### src/design/hsv_to_rgb_hue_stepper_unit_defines.svh
// assertion macros shared by the hsv to rgb hue stepper rtl
`ifndef HSV_TO_RGB_HUE_STEPPER_UNIT_DEFINES_SVH
`define HSV_TO_RGB_HUE_STEPPER_UNIT_DEFINES_SVH

// same-cycle implication
`define HSVRGB_ASSERT_IMPLY(lbl, clk, rst_n, a, b, msg) \
  lbl: assert property (@(posedge clk) disable iff (!rst_n) (a) |-> (b)) \
    else $error(msg);

// next-cycle implication
`define HSVRGB_ASSERT_NEXT(lbl, clk, rst_n, a, b, msg) \
  lbl: assert property (@(posedge clk) disable iff (!rst_n) (a) |=> (b)) \
    else $error(msg);

`endif

### src/design/hsvrgb_pkg.sv
// types and constants of the hsv to rgb hue stepper
`default_nettype none

package hsvrgb_pkg;

  localparam int unsigned HUE_W = 16;

  localparam logic [HUE_W-1:0] HUE_STEP_RST = 16'd40503;

  localparam logic [1:0] FUNC_CONVERT = 2'd0;
  localparam logic [1:0] FUNC_STEP    = 2'd1;
  localparam logic [1:0] FUNC_LOAD    = 2'd2;

  localparam logic [2:0] SECT_RED_YEL = 3'd0;
  localparam logic [2:0] SECT_YEL_GRN = 3'd1;
  localparam logic [2:0] SECT_GRN_CYN = 3'd2;
  localparam logic [2:0] SECT_CYN_BLU = 3'd3;
  localparam logic [2:0] SECT_BLU_MAG = 3'd4;

  typedef struct packed {
    logic [1:0]       func;
    logic [HUE_W-1:0] hue_in;
    logic [7:0]       sat_in;
    logic [7:0]       val_in;
  } hsvrgb_in_t;

  typedef struct packed {
    logic [7:0] red;
    logic [7:0] green;
    logic [7:0] blue;
  } hsvrgb_out_t;

  // floor(x / 255) for x up to 255 * 255
  function automatic logic [7:0] div255(input logic [15:0] x);
    logic [16:0] sum;
    sum = {1'b0, x} + {9'b0, x[15:8]} + 17'd1;
    return sum[15:8];
  endfunction

endpackage

`default_nettype wire

### src/design/hsvrgb_fifo.sv
// small register queue
`default_nettype none

module hsvrgb_fifo #(
  parameter int unsigned WIDTH = 8,
  parameter int unsigned DEPTH = 2
) (
  input  wire logic                       clk,
  input  wire logic                       rst_n,
  input  wire logic                       push,
  input  wire logic [WIDTH-1:0]           wdata,
  input  wire logic                       pop,
  output logic      [WIDTH-1:0]           rdata,
  output logic                            full,
  output logic                            empty,
  output logic      [$clog2(DEPTH):0]     count
);

  localparam int unsigned AW = $clog2(DEPTH);

  logic [WIDTH-1:0] mem_r [DEPTH];
  logic [AW-1:0]    wr_ptr_r, wr_ptr_nxt;
  logic [AW-1:0]    rd_ptr_r, rd_ptr_nxt;
  logic [AW:0]      count_r, count_nxt;
  logic             do_push, do_pop;

  assign full    = (count_r == (AW+1)'(DEPTH));
  assign empty   = (count_r == '0);
  assign count   = count_r;
  assign rdata   = mem_r[rd_ptr_r];
  assign do_push = push && !full;
  assign do_pop  = pop && !empty;

  always_comb begin
    wr_ptr_nxt = do_push ? ((wr_ptr_r == AW'(DEPTH - 1)) ? '0 : wr_ptr_r + 1'b1) : wr_ptr_r;
    rd_ptr_nxt = do_pop ? ((rd_ptr_r == AW'(DEPTH - 1)) ? '0 : rd_ptr_r + 1'b1) : rd_ptr_r;
    count_nxt  = count_r + (AW+1)'(do_push) - (AW+1)'(do_pop);
  end

  always_ff @(posedge clk) begin
    if (!rst_n) begin
      wr_ptr_r <= '0;
      rd_ptr_r <= '0;
      count_r  <= '0;
    end else begin
      wr_ptr_r <= wr_ptr_nxt;
      rd_ptr_r <= rd_ptr_nxt;
      count_r  <= count_nxt;
    end
  end

  always_ff @(posedge clk) begin
    if (do_push) begin
      mem_r[wr_ptr_r] <= wdata;
    end
  end

endmodule

`default_nettype wire

### src/design/hsvrgb_front.sv
// front end: accepts beats, keeps the stored hue and the step register
`default_nettype none

`include "hsv_to_rgb_hue_stepper_unit_defines.svh"

module hsvrgb_front #(
  parameter int unsigned HUE_BITS = 16
) (
  input  wire logic                       clk,
  input  wire logic                       rst_n,
  input  wire logic                       push,
  input  wire hsvrgb_pkg::hsvrgb_in_t     in_data,
  input  wire logic                       q_full,
  input  wire logic                       cfg_valid,
  input  wire logic [hsvrgb_pkg::HUE_W-1:0] cfg_data,
  output logic                            cfg_ready,
  output logic                            q_push,
  output logic      [HUE_BITS-1:0]        q_hue,
  output logic      [7:0]                 q_sat,
  output logic      [7:0]                 q_val
);

  import hsvrgb_pkg::*;

  localparam int unsigned SHW = (HUE_BITS < HUE_W) ? HUE_BITS : HUE_W;

  logic [SHW-1:0]            stored_hue_r, stored_hue_nxt;
  logic [HUE_W-1:0]          hue_step_r, hue_step_nxt;
  logic [SHW-1:0]            stored_sum;
  logic [HUE_BITS+HUE_W-1:0] in_ext;
  logic [HUE_BITS+SHW-1:0]   sum_ext;
  logic                      accept;
  logic                      cfg_wr;

  assign cfg_ready  = 1'b1;
  assign cfg_wr     = cfg_valid && cfg_ready;
  assign accept     = push && !q_full;
  assign q_push     = accept;
  assign stored_sum = stored_hue_r + hue_step_r[SHW-1:0];
  assign in_ext     = {{HUE_BITS{1'b0}}, in_data.hue_in};
  assign sum_ext    = {{HUE_BITS{1'b0}}, stored_sum};

  always_comb begin
    stored_hue_nxt = stored_hue_r;
    q_hue          = in_ext[HUE_BITS-1:0];
    q_sat          = in_data.sat_in;
    q_val          = in_data.val_in;
    unique case (in_data.func)
      FUNC_STEP: begin
        stored_hue_nxt = stored_sum;
        q_hue          = sum_ext[HUE_BITS-1:0];
        q_sat          = 8'hff;
        q_val          = 8'hff;
      end
      FUNC_LOAD: begin
        stored_hue_nxt = in_data.hue_in[SHW-1:0];
      end
      default: begin
        stored_hue_nxt = stored_hue_r;
      end
    endcase
    hue_step_nxt = cfg_wr ? cfg_data : hue_step_r;
  end

  always_ff @(posedge clk) begin
    if (!rst_n) begin
      stored_hue_r <= '0;
      hue_step_r   <= HUE_STEP_RST;
    end else begin
      if (accept) begin
        stored_hue_r <= stored_hue_nxt;
      end
      hue_step_r <= hue_step_nxt;
    end
  end

  `HSVRGB_ASSERT_NEXT(a_step_adds, clk, rst_n, accept && (in_data.func == FUNC_STEP), stored_hue_r == $past(stored_sum), "stored hue did not advance by the step")

endmodule

`default_nettype wire

### src/design/hsvrgb_back.sv
// back end: sector split, channel levels and output write
`default_nettype none

`include "hsv_to_rgb_hue_stepper_unit_defines.svh"

module hsvrgb_back #(
  parameter int unsigned HUE_BITS  = 16,
  parameter int unsigned OUT_DEPTH = 4
) (
  input  wire logic                         clk,
  input  wire logic                         rst_n,
  input  wire logic                         q_empty,
  input  wire logic [HUE_BITS-1:0]          q_hue,
  input  wire logic [7:0]                   q_sat,
  input  wire logic [7:0]                   q_val,
  output logic                              q_pop,
  input  wire logic [$clog2(OUT_DEPTH):0]   out_count,
  output logic                              res_push,
  output hsvrgb_pkg::hsvrgb_out_t           res_data
);

  import hsvrgb_pkg::*;

  localparam int unsigned CW = $clog2(OUT_DEPTH) + 1;

  logic [HUE_BITS+2:0]  p;
  logic [2:0]           sector;
  logic [HUE_BITS-1:0]  rem;
  logic [HUE_BITS:0]    f;
  logic [15:0]          vs;
  logic [CW:0]          inflight;
  logic                 issue;

  logic                 s1_v_r, s1_v_nxt;
  logic [2:0]           s1_sector_r;
  logic [HUE_BITS:0]    s1_f_r;
  logic [7:0]           s1_val_r;
  logic [15:0]          s1_vs_r;

  logic [15:0]          low;
  logic [HUE_BITS+16:0] prod;

  logic                 s2_v_r, s2_v_nxt;
  logic [2:0]           s2_sector_r;
  logic [7:0]           s2_val_r;
  logic [15:0]          s2_low_r;
  logic [15:0]          s2_pf_r;

  logic [16:0]          t;
  logic [7:0]           top, bot, ramp;

  assign inflight = {1'b0, out_count} + (CW+1)'(s1_v_r) + (CW+1)'(s2_v_r);
  assign issue    = !q_empty && (inflight < (CW+1)'(OUT_DEPTH));
  assign q_pop    = issue;
  assign s1_v_nxt = issue;
  assign s2_v_nxt = s1_v_r;

  always_comb begin
    p      = ({3'b0, q_hue} << 2) + ({3'b0, q_hue} << 1);
    sector = p[HUE_BITS+2:HUE_BITS];
    rem    = p[HUE_BITS-1:0];
    f      = sector[0] ? (((HUE_BITS+1)'(1) << HUE_BITS) - {1'b0, rem}) : {1'b0, rem};
    vs     = {8'b0, q_sat} * {8'b0, q_val};
  end

  always_comb begin
    low  = {s1_val_r, 8'b0} - {8'b0, s1_val_r} - s1_vs_r;
    prod = {{(HUE_BITS+1){1'b0}}, s1_vs_r} * {16'b0, s1_f_r};
  end

  always_comb begin
    t    = {1'b0, s2_low_r} + {1'b0, s2_pf_r};
    top  = s2_val_r;
    bot  = div255(s2_low_r);
    ramp = div255(t[15:0]);
    case (s2_sector_r)
      SECT_RED_YEL: res_data = '{red: top,  green: ramp, blue: bot};
      SECT_YEL_GRN: res_data = '{red: ramp, green: top,  blue: bot};
      SECT_GRN_CYN: res_data = '{red: bot,  green: top,  blue: ramp};
      SECT_CYN_BLU: res_data = '{red: bot,  green: ramp, blue: top};
      SECT_BLU_MAG: res_data = '{red: ramp, green: bot,  blue: top};
      default:      res_data = '{red: top,  green: bot,  blue: ramp};
    endcase
    res_push = s2_v_r;
  end

  always_ff @(posedge clk) begin
    if (!rst_n) begin
      s1_v_r <= 1'b0;
      s2_v_r <= 1'b0;
    end else begin
      s1_v_r <= s1_v_nxt;
      s2_v_r <= s2_v_nxt;
    end
  end

  always_ff @(posedge clk) begin
    s1_sector_r <= sector;
    s1_f_r      <= f;
    s1_val_r    <= q_val;
    s1_vs_r     <= vs;
    s2_sector_r <= s1_sector_r;
    s2_val_r    <= s1_val_r;
    s2_low_r    <= low;
    s2_pf_r     <= prod[HUE_BITS+15:HUE_BITS];
  end

  `HSVRGB_ASSERT_IMPLY(a_credit_room, clk, rst_n, s2_v_r, out_count < CW'(OUT_DEPTH), "result written into a full queue")
  `HSVRGB_ASSERT_IMPLY(a_credit_bound, clk, rst_n, 1'b1, inflight <= (CW+1)'(OUT_DEPTH), "more beats in flight than queue slots")
  `HSVRGB_ASSERT_NEXT(a_pipe_flow, clk, rst_n, s1_v_r, s2_v_r, "beat lost between stages")

endmodule

`default_nettype wire

### src/design/hsv_to_rgb_hue_stepper_unit.sv
// HSV to RGB converter with hue stepper: top level
//
// Input channel: in_data carries func, hue_in, sat_in and val_in; a beat is
// taken at a clock edge with push high and full low. func 0 converts hue_in,
// func 1 adds the step register to the stored hue and converts it at full
// saturation and value, func 2 loads the stored hue from hue_in and converts.
// Result channel: out_data holds red, green and blue of the oldest result
// while empty is low; pop high with empty low takes it. One result per beat,
// in order.
// Config: cfg_data is the hue step, written when cfg_valid is high (ready is
// always high); write it only while no beat is in flight.
// Throughput: one beat per cycle while pop keeps up with the results, held by
// the two-stage multiply pipeline in the back end and a 4-entry result queue.
// Reset (rst_n low, synchronous): queues empty, stored hue 0, step 40503.
// When pop stays low the result queue fills, the back end stops taking work,
// the 2-entry middle queue fills and full rises; nothing is dropped.
`default_nettype none

module hsv_to_rgb_hue_stepper_unit #(
  parameter int unsigned HUE_BITS = 16
) (
  input  wire logic                         clk,
  input  wire logic                         rst_n,
  input  wire logic                         push,
  input  wire hsvrgb_pkg::hsvrgb_in_t       in_data,
  output logic                              full,
  output logic                              empty,
  input  wire logic                         pop,
  output hsvrgb_pkg::hsvrgb_out_t           out_data,
  input  wire logic                         cfg_valid,
  output logic                              cfg_ready,
  input  wire logic [hsvrgb_pkg::HUE_W-1:0] cfg_data
);

  import hsvrgb_pkg::*;

  localparam int unsigned MID_DEPTH = 2;
  localparam int unsigned OUT_DEPTH = 4;
  localparam int unsigned MID_W     = HUE_BITS + 16;

  logic                       mid_push, mid_pop, mid_full, mid_empty;
  logic [HUE_BITS-1:0]        f_hue;
  logic [7:0]                 f_sat, f_val;
  logic [MID_W-1:0]           mid_rdata;
  logic [$clog2(MID_DEPTH):0] mid_count;
  logic                       res_push;
  hsvrgb_out_t                res_data;
  logic [$clog2(OUT_DEPTH):0] out_count;
  logic                       out_full;

  assign full = mid_full;

  hsvrgb_front #(
    .HUE_BITS (HUE_BITS)
  ) u_front (
    .clk       (clk),
    .rst_n     (rst_n),
    .push      (push),
    .in_data   (in_data),
    .q_full    (mid_full),
    .cfg_valid (cfg_valid),
    .cfg_data  (cfg_data),
    .cfg_ready (cfg_ready),
    .q_push    (mid_push),
    .q_hue     (f_hue),
    .q_sat     (f_sat),
    .q_val     (f_val)
  );

  hsvrgb_fifo #(
    .WIDTH (MID_W),
    .DEPTH (MID_DEPTH)
  ) u_mid_q (
    .clk   (clk),
    .rst_n (rst_n),
    .push  (mid_push),
    .wdata ({f_hue, f_sat, f_val}),
    .pop   (mid_pop),
    .rdata (mid_rdata),
    .full  (mid_full),
    .empty (mid_empty),
    .count (mid_count)
  );

  hsvrgb_back #(
    .HUE_BITS  (HUE_BITS),
    .OUT_DEPTH (OUT_DEPTH)
  ) u_back (
    .clk       (clk),
    .rst_n     (rst_n),
    .q_empty   (mid_empty || (mid_count == '0)),
    .q_hue     (mid_rdata[MID_W-1:16]),
    .q_sat     (mid_rdata[15:8]),
    .q_val     (mid_rdata[7:0]),
    .q_pop     (mid_pop),
    .out_count (out_count),
    .res_push  (res_push),
    .res_data  (res_data)
  );

  hsvrgb_fifo #(
    .WIDTH ($bits(hsvrgb_out_t)),
    .DEPTH (OUT_DEPTH)
  ) u_out_q (
    .clk   (clk),
    .rst_n (rst_n),
    .push  (res_push),
    .wdata (res_data),
    .pop   (pop),
    .rdata (out_data),
    .full  (out_full),
    .empty (empty),
    .count (out_count)
  );

endmodule

`default_nettype wire

### config.mk
export PLATFORM = sky130hd
export DESIGN_NAME = hsv_to_rgb_hue_stepper_unit
export DESIGN_NICKNAME = d
export VERILOG_FILES = /design/src/design/hsvrgb_pkg.sv /design/src/design/hsvrgb_fifo.sv /design/src/design/hsvrgb_front.sv /design/src/design/hsvrgb_back.sv /design/src/design/hsv_to_rgb_hue_stepper_unit.sv
export VERILOG_INCLUDE_DIRS = /design/src /design/src/design
export SDC_FILE = /design/constraint.sdc
export NUM_CORES = 1
export LEC_CHECK = 0
export BUFFER_PORTS_ARGS = -buffer_cell sky130_fd_sc_hd__buf_2
export CELL_PAD_IN_SITES_DETAIL_PLACEMENT = 0
export CELL_PAD_IN_SITES_GLOBAL_PLACEMENT = 2
export CORE_UTILIZATION = 38
export CTS_BUF_LIST = sky130_fd_sc_hd__clkbuf_16
export DETAILED_ROUTE_END_ITERATION = 10
export GPL_ROUTABILITY_DRIVEN = 0
export GPL_TIMING_DRIVEN = 0
export PLACE_DENSITY_LB_ADDON = 0.1
export REMOVE_ABC_BUFFERS = 1
export SLEW_MARGIN = 10
export SYNTH_ARGS = -nofsm -noshare
export SYNTH_HDL_FRONTEND = slang
export SYNTH_SLANG_ARGS = --single-unit
### constraint.sdc
create_clock -name clk -period 5.5 [get_ports clk]
set_input_delay 0 -clock clk [delete_from_list [all_inputs] [get_ports clk]]
set_output_delay 0 -clock clk [all_outputs]
set_load 0.005 [all_outputs]
# Word level (Yosys, flattened, before mapping)
# Memory sizes are Yosys's and may differ from the RTL's. A register that Yosys moved wholly into a read port is not among the register bits.
# Cells that the tools add are included.
# Widths: inputs -> output; s select.
[totals] reg_bits=132 ramBits=160 in_bits=55 out_inout_bits=27 word_cells=87 n_memories=2
[mem_list] memory="u_out_q.mem_r" depth=4 word_bits=24 rd=1 rd_ports_with_merged_regs=1 wr=1 line="hsvrgb_fifo.sv:21" text="logic [WIDTH-1:0] mem_r [DEPTH];"
[mem_list] memory="u_mid_q.mem_r" depth=2 word_bits=32 rd=1 rd_ports_with_merged_regs=1 wr=1 line="hsvrgb_fifo.sv:21"
[classes] n_addsub=20 n_mul=2 magnitude_cmp=1 n_eq_ne=10 muxes=18 reduce_logical=15
[ops] cell="$pmux 24 s5" count=1
[ops] cell="$add 16x1->16 const B" count=2
[ops] cell="$add 16x16->16" count=2
[ops] cell="$add 16x8->16" count=2
[ops] cell="$mul 16x17->32" count=1
[ops] cell="$mux 16" count=2
[ops] cell="$pmux 16 s2" count=1
[ops] cell="$add 18x17->19" count=1
[ops] cell="$sub 17x16->17 const A" count=1
[ops] cell="$mul 8x8->16" count=1
[ops] cell="$mux 8" count=2
[ops] cell="$sub 16x16->16" count=1
[ops] cell="$sub 16x8->16" count=1
[ops] cell="$eq 2x2->1 const B" count=4
[ops] cell="$mux 1" count=8
[ops] cell="$mux 2" count=4
[ops] cell="$eq 3x2->1 const B" count=2
[ops] cell="$eq 3x3->1 const B" count=2
[ops] cell="$logic_and 1x1->1" count=6
[ops] cell="$logic_not 3->1" count=2
[ops] cell="$add 2x1->2 const B" count=2
[ops] cell="$add 3x1->4" count=1
[ops] cell="$add 4x1->4" count=1
[ops] cell="$logic_not 1->1" count=4
[ops] cell="other kinds (11)" count=12

# Longest topological paths before layout
[logic_depth] word_depth=7 ltp_mapped=24 depth_no_buf=23

# By module
# A second synthesis with hierarchy kept.
[hier_totals] cells_unflattened=2397 hier_area_um2=24851.3
[modules_own_cells] module="hsvrgb_back" instances=1 cells_per_inst=1778 area_each_um2=15638.7
[modules_own_cells] module="hsvrgb_fifo (u_out_q)" instances=1 cells_per_inst=178 area_each_um2=3985.1
[modules_own_cells] module="hsvrgb_fifo (u_mid_q)" instances=1 cells_per_inst=127 area_each_um2=2700.1
[modules_own_cells] module="hsvrgb_front" instances=1 cells_per_inst=313 area_each_um2=2519.9
[modules_own_cells] module="hsv_to_rgb_hue_stepper_unit" instances=1 cells_per_inst=1 area_each_um2=7.5

# Least setup slack after synthesis
# Ideal clock, no wire load.
[synth_timing] path_kind="register -> register" startpoint="register u_back.s1_vs_r[1]" endpoint="register u_back.s2_pf_r[5]" setup_time_ns=0.127 arrival_time_ns=5.735 slack_ns=-0.361 path_stages_with_launch=22 path_buffers=1 path_cell_list="dfxtp_1 clkbuf_1 nand2_1 fa_1 fa_1 fa_1 inv_1 fa_1 fa_1 inv_1 fa_1 inv_1 ha_1 a211oi_1 nand3_1 a221oi_1 nor2_1 a21oi_1 o21bai_1 a21oi_1 o21ai_0 xor2_1"
[synth_between] elab_chain_len=1
[synth_lines] element="start: declaration" line="hsvrgb_back.sv:38" text="logic [15:0] s1_vs_r;"
[synth_lines] element="start signal: assignment" line="hsvrgb_back.sv:101" text="s1_vs_r <= vs;"
[synth_lines] element="$mul 16x17->32" line="hsvrgb_back.sv:68" text="prod = {{(HUE_BITS+1){1'b0}}, s1_vs_r} * {16'b0, s1_f_r};"
[synth_lines] element="net u_back.prod[21]" line="hsvrgb_back.sv:41" text="logic [HUE_BITS+16:0] prod;"
[synth_lines] element="end signal: assignment" line="hsvrgb_back.sv:105" text="s2_pf_r <= prod[HUE_BITS+15:HUE_BITS];"
[synth_lines] element="end: declaration" line="hsvrgb_back.sv:47" text="logic [15:0] s2_pf_r;"
# The timed path passes the listed nets, and every way through them passes these cells.
# A chain may end at the register's enable or synchronous reset.

# Worst setup path after layout
[layout_timing] startpoint="register u_back.s1_f_r[6]" endpoint="register u_back.s2_pf_r[15]"
[layout_between] elab_chain_len=1
[layout_lines] element="start: declaration" line="hsvrgb_back.sv:36" text="logic [HUE_BITS:0] s1_f_r;"
[layout_lines] element="start signal: assignment" line="hsvrgb_back.sv:99" text="s1_f_r <= f;"
[layout_lines] element="$mul 16x17->32" line="hsvrgb_back.sv:68"
[layout_lines] element="net u_back.prod[31]" line="hsvrgb_back.sv:41"
# The timed path passes the listed nets, and every way through them passes these cells.

==> out/qor.yml <==
global_route:
  grt_pass1_wl_microns: 101000
  gr-total-overflow: 0
  grt_max_degree: 37
  grt_pass1_vias: 18300
  grt_usage: 0.196
  grt_antenna_before_repair: 2
cells_and_area:
  area_delta_synth_final_pct: 17.9
  stdcell_count: 3478
  num_antenna_cells: 0
  nets: 3129
  drive_gt1_frac: 0.161
setup_path:
  worstPathArrival_ns: 6.26
  r2r_cells: 19
  timing.rr.start: "u_back.s1_f_r[6]"
  cp_data_required_time_ns: 5.96
  critPathCaptureType: "flip-flop"
  endpoint: "u_back.s2_pf_r[15]"
  worstSetupStartpointType: "flip-flop"
  r2r_slack_ns: -0.30
  timing.rr.end: "u_back.s2_pf_r[15]"
  path_max_fanout: 10
  path_class: "reg -> reg"
  crit_start: "u_back.s1_f_r[6]"
yosys:
  syn_avg_cell_area_sq_um: 10.2
  synth.most_common_cell: "inv_1"
  ys.flop_type: "edfxtp_1"
  yosys-top-cells-count: "373 x inv_1, 245 x nand2_1, 237 x ha_1"
  ys_ff_latch: 294
  seq_area_frac_synth: 0.305
  synth_area_leader_cell: "edfxtp_1"
  syn_inst: 2406
  ys_types: 87
  synth.top_cell.area_share: 0.196
  synth_edf_count: 160
  yosys-top-cells-area: "edfxtp_1 20%, fa_1 19%, ha_1 12%, dfxtp_1 11%, inv_1 5.7%"
  synth-async-reset-ratio: 0
  yosys_warnings: 0
  syn_area_sq_um: 24500
routing:
  drc: 0
  via_per_inst: 4.93
  vias: 17100
  drt_iter0_markers: 732
  wl_per_cell_microns: 18.0
  ant_nets: 0
  drt-total-wl_microns: 62700
  drtPass1Iterations: 5
die:
  start_util: 0.387
  core_sq_um: 63400
  row_count: 92
  chipHeight_microns: 256
  die_w_microns: 256
  dieArea_sq_um: 65600
  io-pin-count: 82
place:
  dp_hpwl_microns: 44700
  portBuffers: 80
  place_inst: 3265
clock_tree:
  clockBufferDepth: 3
  cts_sinks: 294
  insertion_delay_ns: 0.54
  htree_num_levels: 2
  tritoncts: "yes"
  cts.clk_slew.worst_paths_ns: 0.06
  cts_buffers: 36
  cts_root_buffer: "clkbuf_16"
timing:
  setup-violations-final: 9
  relSlewSlack: 0.193
  worst_pin_slew_ns: 1.21
  fin_worst_skew_ns: 0.0230
  slew_violations: 0
  period_share: 1.05
  fmax_mhz: 173
  rsz0062_at_grt: "true"
  hold_viol_final: 0
  timing.final.ws_setup_ns: -0.297
  period_minus_slack_ns: 5.80
run_status:
  status: "finished with violations"
  violations: "negative setup slack"
min_path:
  hp-class: "in -> reg"
run:
  drv_cap: 0
==> registers in the layout, summed over array words and instances (netlist names), named ones only <==
signal and cells:
u_mid_q.rd_ptr_r 1, u_back.s2_pf_r 16, u_back.s2_low_r 16, u_out_q.rd_ptr_r 2
u_front.hue_step_r 16, u_back.s1_sector_r 3, u_mid_q.wr_ptr_r 1, u_back.s1_v_r 1
u_back.s1_f_r 16, u_back.s1_val_r 8, u_back.s2_sector_r 3, u_mid_q.mem_r 64
u_back.res_push 1, u_out_q.mem_r 96, u_front.stored_hue_r 16, u_back.s2_val_r 8
u_out_q.count 3, u_mid_q.count 2, u_back.s1_vs_r 16, u_out_q.wr_ptr_r 2
==> cell usage in the layout (no fill, tap or decap), types with 11 or more instances in the layout <==
| master | instances |
|---|---|
| dfxtp_1 | 100 |
| nor3_1 | 24 |
| nand2b_1 | 14 |
| mux4_2 | 24 |
| fa_1 | 223 |
| a21oi_1 | 57 |
| or2_2 | 21 |
| and2_1 | 129 |
| xor2_1 | 27 |
| nand2_1 | 243 |
| a211oi_1 | 13 |
| edfxtp_1 | 160 |
| nor2b_1 | 17 |
| buf_6 | 13 |
| o21a_1 | 16 |
| o21ai_0 | 63 |
| nor2_1 | 153 |
| o211ai_1 | 11 |
| clkbuf_16 | 36 |
| mux2_2 | 35 |
| mux2i_1 | 39 |
| ha_1 | 228 |
| buf_2 | 80 |
| xnor2_1 | 77 |
| nand3_1 | 22 |
| dfxtp_4 | 29 |
| inv_1 | 377 |
| buf_4 | 52 |
| dlygate4sd3_1 | 76 |
==> final cells by class <==
type	instances	area (sq um)
multi-input combinational	1663	15800
tap	846	1060
sequential	294	7600
clock buffer	36	901
timing repair buffer	232	1910
fill	6044	34500
inverter	377	1420
clock inverter	30	250
==> cells by family after synthesis <==
kind of cell / after synthesis / share of synthesized area
buffers and inverters: 449 / 0.0693
adder cells (fa/ha/maj): 470 / 0.311
flip-flops: 294 / 0.305
multiplexers: 106 / 0.0573
XOR/XNOR: 113 / 0.0430
other: 1 / 0.000153
AND/OR/NAND/NOR: 688 / 0.136
AO/OA/AOI/OAI: 285 / 0.0776
==> critical path: stages (launching register included) <==
cell     delay, ns
dfxtp_4       0.40
buf_4         0.16
and2_1        0.15
fa_1          0.51
fa_1          0.59
fa_1          0.46
fa_1          0.51
fa_1          0.49
inv_1         0.05
fa_1          0.47
inv_1         0.06
ha_4          0.17
or4_4         0.58
nor2_4        0.13
a22oi_2       0.12
nand3_4       0.14
a21oi_4       0.08
a211o_1       0.33
a21oi_2       0.19
xnor2_2       0.14
==> per-stage QoR <==
stage / instance area [sq um] / setup WS (ns) / hold slack (ns) / util / TNS [ns]
after floorplan: 24200 / -0.235 / 0.0619 / - / -0.814
after global placement: 25700 / -2.14 / 0.219 / 0.405 / -32.06
after detailed placement: 25800 / -2.11 / 0.226 / 0.407 / -25.94
after CTS: 28700 / -0.334 / 0.00241 / 0.452 / -1.73
after global routing: 28900 / -0.482 / 0.0367 / 0.456 / -3.96
final: 28900 / -0.297 / 0.0296 / 0.456 / -1.68
==> worst min-delay path by stage <==
stage	startpoint	endpoint	slack (ns)	depth (start not counted)
finish	cfg_valid	u_front.hue_step_r[13]	0.03	3
global route	cfg_valid	u_front.hue_step_r[14]	0.04	3
CTS	cfg_valid	u_front.hue_step_r[13]	0.002	3
detailed placement	cfg_data[2]	u_front.hue_step_r[2]	0.23	3
global placement	cfg_data[2]	u_front.hue_step_r[2]	0.22	3
floorplan	rst_n	u_front.hue_step_r[0]	0.06	1
==> metal layers <==
layer / GRT usage / vias to the layer above / part of all wire
met1: 0.257 / 8513 / 0.45
li1: - / 8335 / -
met2: 0.341 / 226 / 0.50
met4: 0.0496 / 0 / 0.023
met5: 0 / - / 0
met3: 0.0259 / 75 / 0.030
==> what timing repair did <==
| item | 4_1_cts | 5_1_grt |
|---|---|---|
| buffers inserted | 65 | 6 |
| pin swaps | 34 | 23 |
| setup endpoints to repair | 19 | 23 |
| hold buffers | 76 | 0 |
| gates resized for setup | 123 | 43 |
| hold endpoints to repair | 104 | 0 |
Power is not shown: default switching activity piles up to over one toggle a cycle in this logic, so the estimate is an artifact.
